$ cat src/design/prfl_pkg.sv
// prfl_pkg: shared constants, codes and types of the page range free list
// used by prfl_cell and page_range_free_list_top; no dependencies
`default_nettype none

package prfl_pkg;

	localparam int MAX_RANGES_DEF = 64;
	localparam int ADDR_WIDTH_DEF = 48;

	localparam int OP_W       = 2;
	localparam int ADDR_IN_W  = 48;
	localparam int PAGES_W    = 36;
	localparam int PAGE_SHIFT = 12;
	localparam int TDATA_W    = 88;
	localparam int CAP_W      = 7;
	localparam int PADDR_W    = 3;
	localparam int PDATA_W    = 32;

	localparam logic [CAP_W-1:0]   CAP_RESET    = 7'd64;
	localparam logic [PADDR_W-1:0] REG_CAPACITY = 3'd0;

	typedef enum logic [OP_W-1:0] {
		OP_ADD   = 2'd0,
		OP_MERGE = 2'd1,
		OP_ALLOC = 2'd2,
		OP_TAKE  = 2'd3
	} op_t;

	// broadcast control for the row of cells
	typedef struct packed {
		logic rotate;
		logic compact;
		logic append;
	} cell_ctl_t;

	function automatic logic [PAGES_W-1:0] sat_add(input logic [PAGES_W-1:0] a,
			input logic [PAGES_W-1:0] b);
		logic [PAGES_W:0] sum;
		sum = {1'b0, a} + {1'b0, b};
		return sum[PAGES_W] ? {PAGES_W{1'b1}} : sum[PAGES_W-1:0];
	endfunction

endpackage

`default_nettype wire

$ cat src/design/prfl_cell.sv
// prfl_cell: one table slot holding a range base and page count
// depends on prfl_pkg; takes its neighbour's entry on rotate or compact
`default_nettype none

module prfl_cell
	import prfl_pkg::*;
#(
	parameter int ADDR_WIDTH = ADDR_WIDTH_DEF,
	parameter int IDX_W      = 6,
	parameter int CELL_IDX   = 0
) (
	input  wire                   clk,
	input  cell_ctl_t             ctl,
	input  wire [IDX_W-1:0]       sel_idx,
	input  wire [ADDR_WIDTH-1:0]  nxt_base,
	input  wire [PAGES_W-1:0]     nxt_size,
	input  wire [ADDR_WIDTH-1:0]  new_base,
	input  wire [PAGES_W-1:0]     new_size,
	output logic [ADDR_WIDTH-1:0] base,
	output logic [PAGES_W-1:0]    size
);

	localparam logic [IDX_W-1:0] MY_IDX = IDX_W'(CELL_IDX);

	logic [ADDR_WIDTH-1:0] base_q;
	logic [PAGES_W-1:0]    size_q;

	always_ff @(posedge clk) begin
		if (ctl.rotate || (ctl.compact && MY_IDX >= sel_idx)) begin
			base_q <= nxt_base;
			size_q <= nxt_size;
		end else if (ctl.append && MY_IDX == sel_idx) begin
			base_q <= new_base;
			size_q <= new_size;
		end
	end

	assign base = base_q;
	assign size = size_q;

endmodule

`default_nettype wire
$ cat config.mk
export PLATFORM = sky130hd
export DESIGN_NAME = prfl_cell
export DESIGN_NICKNAME = d
export VERILOG_FILES = /design/src/design/prfl_pkg.sv /design/src/design/prfl_cell.sv
export SDC_FILE = /design/constraint.sdc
export NUM_CORES = 1
export LEC_CHECK = 0
export ABC_AREA = 1
export BUFFER_PORTS_ARGS = -buffer_cell sky130_fd_sc_hd__buf_2
export CAP_MARGIN = 20
export CELL_PAD_IN_SITES_DETAIL_PLACEMENT = 0
export CELL_PAD_IN_SITES_GLOBAL_PLACEMENT = 1
export CORE_MARGIN = 10
export CORE_UTILIZATION = 25
export CTS_CLUSTER_SIZE = 12
export DETAILED_ROUTE_END_ITERATION = 8
export PLACE_DENSITY_LB_ADDON = 0.1
export SETUP_SLACK_MARGIN = 0.05
export SYNTH_ARGS = -nofsm -noshare
export SYNTH_HDL_FRONTEND = slang
export SYNTH_SLANG_ARGS = --single-unit
$ cat constraint.sdc
create_clock -name clk -period 8.4 [get_ports clk]
set_clock_uncertainty 0.2 [all_clocks]
set_input_delay 0.84 -clock clk [delete_from_list [all_inputs] [get_ports clk]]
set_output_delay 0.84 -clock clk [all_outputs]
set_load 0.1 [all_outputs]
==> flow_summary.toml <==
[outcome]
run_status = "complete, no violations"

[grt]
grt_use_total = 0.1318
grt_max_degree = 87
antenna_found_initial = 0
grt_pass1_vias = 3693
overflow = 0
grt_pass1_wl_um = 20580

[drt]
ant_nets = 0
drtIter0Drc = 159
drc = 0
drt_wl_total_um = 14170
dr.pass1.iters = 7
via_count = 3512
routed_via_density = 4.330
wl_per_cell_um = 17.48

[clock_tree]
ctsHoldBuffers = 0
htreeDepth = 3
cts_tree = "done"
clock_path_buffers = 2
cts-root-buf = "clkbuf_16"
clk_pin_slew_ns = 0.06
cts_buffers = 9
post_cts_resized = 0
cts_sinks = 84
cts_setup_buffers = 0

[timing]
max-slew-margin-rel = 0.3807
drv_slew = 0
max_freq_mhz = 353.4
setup_viol = 0
period_needed_ns = 2.830
setup_tns_ns = 0
worstMarginPinSlew_ns = 0.9290
finalHoldViolations = 0
rsz0062_at_grt = "no"
fin_crit_sh = 0.3369

[setup_path]
path_max_fanout = 86
worst_ep_required_time_ns = 8.39
crit_type = "input port to register"
cp_slowest_cell = "buf_4"
worstPathArrival_ns = 2.82
cp-end-kind = "register"
startpoint_type = "input port"
worstPathCellList = "buf_2, nor2_1, nand4_4, buf_4, nand2_2, buf_4, nand2_1, nand2_1"
cp_slowest_stage_delay_ns = 0.68

[placement]
portBuffers = 261
dpl_cell_area_mm2 = 0.005211
dp_hpwl_um = 10490
place_congestion = 0.7637

[die]
io_pins = 262
dieArea_mm2 = 0.02034
fp.dieW_um = 142.6
rows = 44
initial_core_util = 0.2567
fp.dieH_um = 142.6
core_mm2 = 0.01464

[finish]
syn2layout_area_growth_pct = 45.92
layout_commonest_cell = "buf_2"
finish.instance_area_mm2 = 0.005487
fin_nets = 799
final_cell_mix = "261 x buf_2, 168 x nand2_1, 84 x nand3_1, 84 x edfxtp_1, 9 x clkbuf_16"
drive_gt1_frac = 0.4505

[synthesis]
synthCells = 371
avgSynthCellArea_um2 = 10.13
syn_nets = 549
synth.area.top_cells = "edfxtp_1 67%, nand2_1 17%, nand3_1 11%"
seq_area_frac_synth = 0.6709
yosysTopAreaCell = "edfxtp_1"
yosys_warnings = 0
ys_ff_latch = 84
synth.top_cell.area_share = 0.6709
synthDistinctLibCells = 12
syn_area_mm2 = 0.003760

[power_and_ir_drop]
p_leak_nw = 2.754
ir_drop_mv = 0.08767
power.density_mw_per_mm2 = 238.4

[hold_path]
hold_path_class = "input port to register"

[run]
maxCapViolCount = 0
==> logic make-up after synthesis <==
kind of cell / synth area share
buffers and inverters: 0.03793
flip-flops: 0.6709
AND/OR/NAND/NOR: 0.2912
==> worst paths after layout <==
check                         from        to  cells past startpoint
worst max-delay path    sel_idx[1]  base[23]                      8
worst min-delay path  nxt_base[35]  base[35]                      3
==> cell usage after synthesis <==
master / count
buf_1: 7
edfxtp_1: 84
nor2_1: 1
nand3_1: 85
nor2_2: 2
nand4_2: 1
clkbuf_1: 4
nand2_1: 169
nand4_1: 1
buf_2: 9
buf_4: 7
inv_1: 1
==> where the power goes <==
group / internal, W / switching (W) / leakage (nW)
combinational: 0.0000741 / 0.000369 / 1.81
sequential: 0.000510 / 0.0000103 / 0.820
clock: 0.000197 / 0.000148 / 0.123
==> flip-flops by register name (all words and copies together), names as in the netlist <==
| signal | flops |
|---|---|
| size | 36 |
| base | 48 |
==> area by class of cell <==
| cell class | instances | area, um2 |
|---|---|---|
| timing repair buffer | 266 | 1356 |
| clock inverter | 4 | 16.27 |
| sequential | 84 | 2522 |
| antenna | 1 | 2.502 |
| fill | 1549 | 9158 |
| clock buffer | 12 | 236.5 |
| tap | 184 | 230.2 |
| inverter | 1 | 3.754 |
| multi-input combinational | 259 | 1119 |
==> metal layers <==
metal	GRT usage	wire [um]
met5	0	0
met1	0.1395	5309
met3	0.07098	1819
met2	0.2188	6808
met4	0.04777	237
==> stage by stage <==
stage	utilization	hold WS, ns	setup slack [ns]	instances	total power, W
after detailed placement	0.3559	0.9069	5.068	793	0.0009767
after global routing	0.3745	0.5617	5.372	810	0.001362
after floorplan	-	0.8186	3.834	371	0.0008786
final	0.3747	0.5685	5.570	811	0.001308
after CTS	0.3731	0.5528	5.437	809	0.001327
after global placement	0.3559	0.9039	5.087	793	0.0009760
==> worst max-delay path: cells and delay by family <==
kind | cells | cell delay [ns]
simple gates | 5 | 0.66
buf+inv | 3 | 1.19
(Power assumes the default switching activity.)
